[config.mk]
export PLATFORM = sky130hd
export DESIGN_NAME = ffpea_ram
export DESIGN_NICKNAME = d
export VERILOG_FILES = /design/src/hw/rtl/ffpea_ram.sv
export SDC_FILE = /design/constraint.sdc
export NUM_CORES = 1
export LEC_CHECK = 0
export BUFFER_PORTS_ARGS = -buffer_cell sky130_fd_sc_hd__buf_2
export CELL_PAD_IN_SITES_DETAIL_PLACEMENT = 1
export CELL_PAD_IN_SITES_GLOBAL_PLACEMENT = 1
export CORE_MARGIN = 1.5
export CORE_UTILIZATION = 57
export DETAILED_ROUTE_END_ITERATION = 12
export PLACE_DENSITY_LB_ADDON = 0.08
export SLEW_MARGIN = 20
export SYNTH_ARGS = -nofsm -noshare
export SYNTH_HDL_FRONTEND = slang
export SYNTH_SLANG_ARGS = --single-unit
[constraint.sdc]
create_clock -name clock -period 4.04 [get_ports clock]
set_input_delay 0.606 -clock clock [delete_from_list [all_inputs] [get_ports clock]]
set_output_delay 0.606 -clock clock [all_outputs]
set_load 0.05 [all_outputs]
[src/hw/rtl/ffpea_ram.sv]
// Generic simple dual-port RAM, one write port, one registered read port.
`default_nettype none
module ffpea_ram #(
   parameter int WIDTH = 8,
   parameter int DEPTH = 16
) (
   input  wire logic                     clock,
   input  wire logic                     wr_en,
   input  wire logic [$clog2(DEPTH)-1:0] wr_addr,
   input  wire logic [WIDTH-1:0]         wr_data,
   input  wire logic [$clog2(DEPTH)-1:0] rd_addr,
   output logic      [WIDTH-1:0]         rd_data
);
   logic [WIDTH-1:0] mem [DEPTH];
   logic [WIDTH-1:0] rd_data_ff;

   always_ff @(posedge clock) begin
      if (wr_en) begin
         mem[wr_addr] <= wr_data;
      end
      rd_data_ff <= mem[rd_addr];
   end

   assign rd_data = rd_data_ff;
endmodule
`default_nettype wire

==> impl_metrics.env <==
export IMPL_route_detailed_drc=0
export IMPL_seq_area_frac_synth=0.778
export IMPL_place_congestion=0.721
export IMPL_syn_nets=247
export IMPL_insertion_delay_ns=0.51
export IMPL_fmax_mhz=484
export IMPL_grt_pass1_wl_um=15500
export IMPL_synth_avg_cell_area_um2=22.5
export IMPL_clkSinkCount=136
export IMPL_track_usage=0.229
export IMPL_layout_drive_gt1_share=0.288
export IMPL_vias=2388
export IMPL_setup_viol=0
export IMPL_fin_crit_sh=0.511
export IMPL_vias_per_cell=6.19
export IMPL_die_h_um=98.0
export IMPL_post_cts_buffers=0
export IMPL_ctsHoldBuffers=0
export IMPL_grt_max_degree=33
export IMPL_fin_hold_ws_ns=0.481
export IMPL_io_buffers=25
export IMPL_route_met3_wl_um=498
export IMPL_ctsResizeCount=0
export IMPL_ant_nets=0
export IMPL_nets=283
export IMPL_core_area_mm2=0.00872
export IMPL_cts_path_max_buffers=2
export IMPL_cts_tree="yes"
export IMPL_synth_seq_cells=136
export IMPL_grt_overflow_total=0
export IMPL_fp_dieW_um=98.0
export IMPL_p_per_area_mw_per_mm2=546
export IMPL_cp_end_kind="flip-flop"
export IMPL_yosysTopAreaCell="edfxtp_1"
export IMPL_area_delta_synth_final_pct=15.3
export IMPL_start_kind="input port"
export IMPL_fin_skew_ns=0.00965
export IMPL_drt_met1_wl_um=4170
export IMPL_max_stage_delay_ns=0.69
export IMPL_synth_cell_types=19
export IMPL_htree_num_levels=4
export IMPL_dr_first_iter_drc_count=203
export IMPL_fin_crit_ns=2.06
export IMPL_final_common_cell="edfxtp_1"
export IMPL_crit_arrival_ns=2.45
export IMPL_tns_ns=0
export IMPL_antenna_cells=0
export IMPL_syn_inst=229
export IMPL_path_clk_slew_ns=0.06
export IMPL_worst_pin_slew_ns=0.935
export IMPL_cp_slowest_cell="buf_2"
export IMPL_ir_drop_uv=293
export IMPL_hold_violations=0
export IMPL_cap_violations=0
export IMPL_top_layer_used="met4"
export IMPL_cts_buffers=17
export IMPL_synthDominantCellAreaShare=0.747
export IMPL_layout_common_cells="128 x edfxtp_1, 25 x buf_2, 18 x mux4_2"
export IMPL_cts_root_buffer="clkbuf_8"
export IMPL_routed_wl_um=10000
export IMPL_place_hpwl_um=6280
export IMPL_n_fill_cell=709
export IMPL_path_cells="buf_2 -> buf_4 -> mux4_1 -> a22oi_1 -> nand2_1"
export IMPL_rsz0062_at_grt="false"
export IMPL_ys_warn_count=0
export IMPL_cp_max_fo=28
export IMPL_cp_required_ns=4.42
export IMPL_hold_class="in2reg"
export IMPL_antenna_found_initial=0
export IMPL_leakagePower_uw=0.00197
export IMPL_slew_headroom=0.374
export IMPL_worstSetupPathType="in2reg"
export IMPL_avgRoutedWirePerCell_um=25.9
export IMPL_wl_met2_um=5130
export IMPL_status="finished, final reports clean"
export IMPL_slew_viol_final=0
export IMPL_grt_pass1_vias=2694
export IMPL_initial_utilization=0.590
export IMPL_die_area_mm2=0.00961
export IMPL_rows=34
export IMPL_boundaryPins=26
export IMPL_dr_pass1_iters=4
export IMPL_synth_area_leaders="edfxtp_1 75%, mux4_2 7.9%, mux4_1 7.1%"
export IMPL_synthesis_area_mm2=0.00515
-- through the flow --
step / setup WS (ns) / util / area (um^2) / total power [uW] / std cells
2_1_floorplan: 1.94 / - / 5150 / 1730 / 229
3_3_place_gp: 1.47 / 0.613 / 5350 / 1780 / 354
3_5_place_dp: 1.41 / 0.614 / 5350 / 1790 / 354
4_1_cts: 1.94 / 0.681 / 5940 / 3270 / 386
5_1_grt: 1.80 / 0.681 / 5940 / 3330 / 386
6_report: 1.98 / 0.681 / 5940 / 3240 / 386
-- layout make-up --
type / instances / area [um^2] / share of cell area
Clock buffer: 20 / 445 / 0.0750
Clock inverter: 12 / 140 / 0.0236
Tap cell: 108 / 135 / 0.0228
Multi-Input combinational cell: 83 / 1070 / 0.181
Sequential cell: 136 / 4000 / 0.674
Timing Repair Buffer: 27 / 140 / 0.0236
-- routing by layer --
metal | track usage | vias up
li1 | - | 1047
met1 | 0.309 | 1244
met2 | 0.373 | 77
met3 | 0.0544 | 20
met4 | 0.0769 | 0
met5 | 0 | -
-- sequential cells by signal (all words and copies together), names as in the netlist --
register and flops:
mem 128, rd_data 8
-- Yosys cell counts --
library cell / instances
nand2_1: 9
edfxtp_1: 128
a22oi_1: 16
and2_1: 1
mux4_2: 18
clkdlybuf4s25_2: 3
buf_4: 1
nor2b_1: 1
nand3b_1: 2
nand3_1: 1
nor3_1: 4
or3b_2: 1
nor2_1: 13
dfxtp_1: 8
mux4_1: 14
and2b_1: 1
buf_6: 3
nand2b_1: 2
buf_2: 3
-- final timing paths --
check	start	end	slack (ns)	cells past startpoint
max	rd_addr[0]	rd_data[4]	1.98	5
max reg2reg	mem[0][1]	rd_data[1]	2.60	3
min reg2reg	mem[12][7]	rd_data[7]	0.68	3
min	wr_data[0]	mem[5][0]	0.48	1
-- critical path, delay by kind of cell --
kind	cells	cell delay, ns
AOI/OAI and AO/OA	1	0.20
buffers and inverters	2	1.01
muxes	1	0.57
and+or+nand+nor	1	0.06
-- report_power, final --
part           switching [uW]  internal (uW)
combinational             115           57.2
sequential               8.87           1580
clock                     567            916
-- cells by family (layout without fill, tap and decap cells) --
family          after synthesis  count (layout)  share of synthesized area
buf+inv                      10              59                     0.0168
flops                       136             136                      0.778
compound gates               16              16                     0.0233
simple gates                 35              35                     0.0318
mux                          32              32                      0.150
Power figures use the tool's default switching activity.
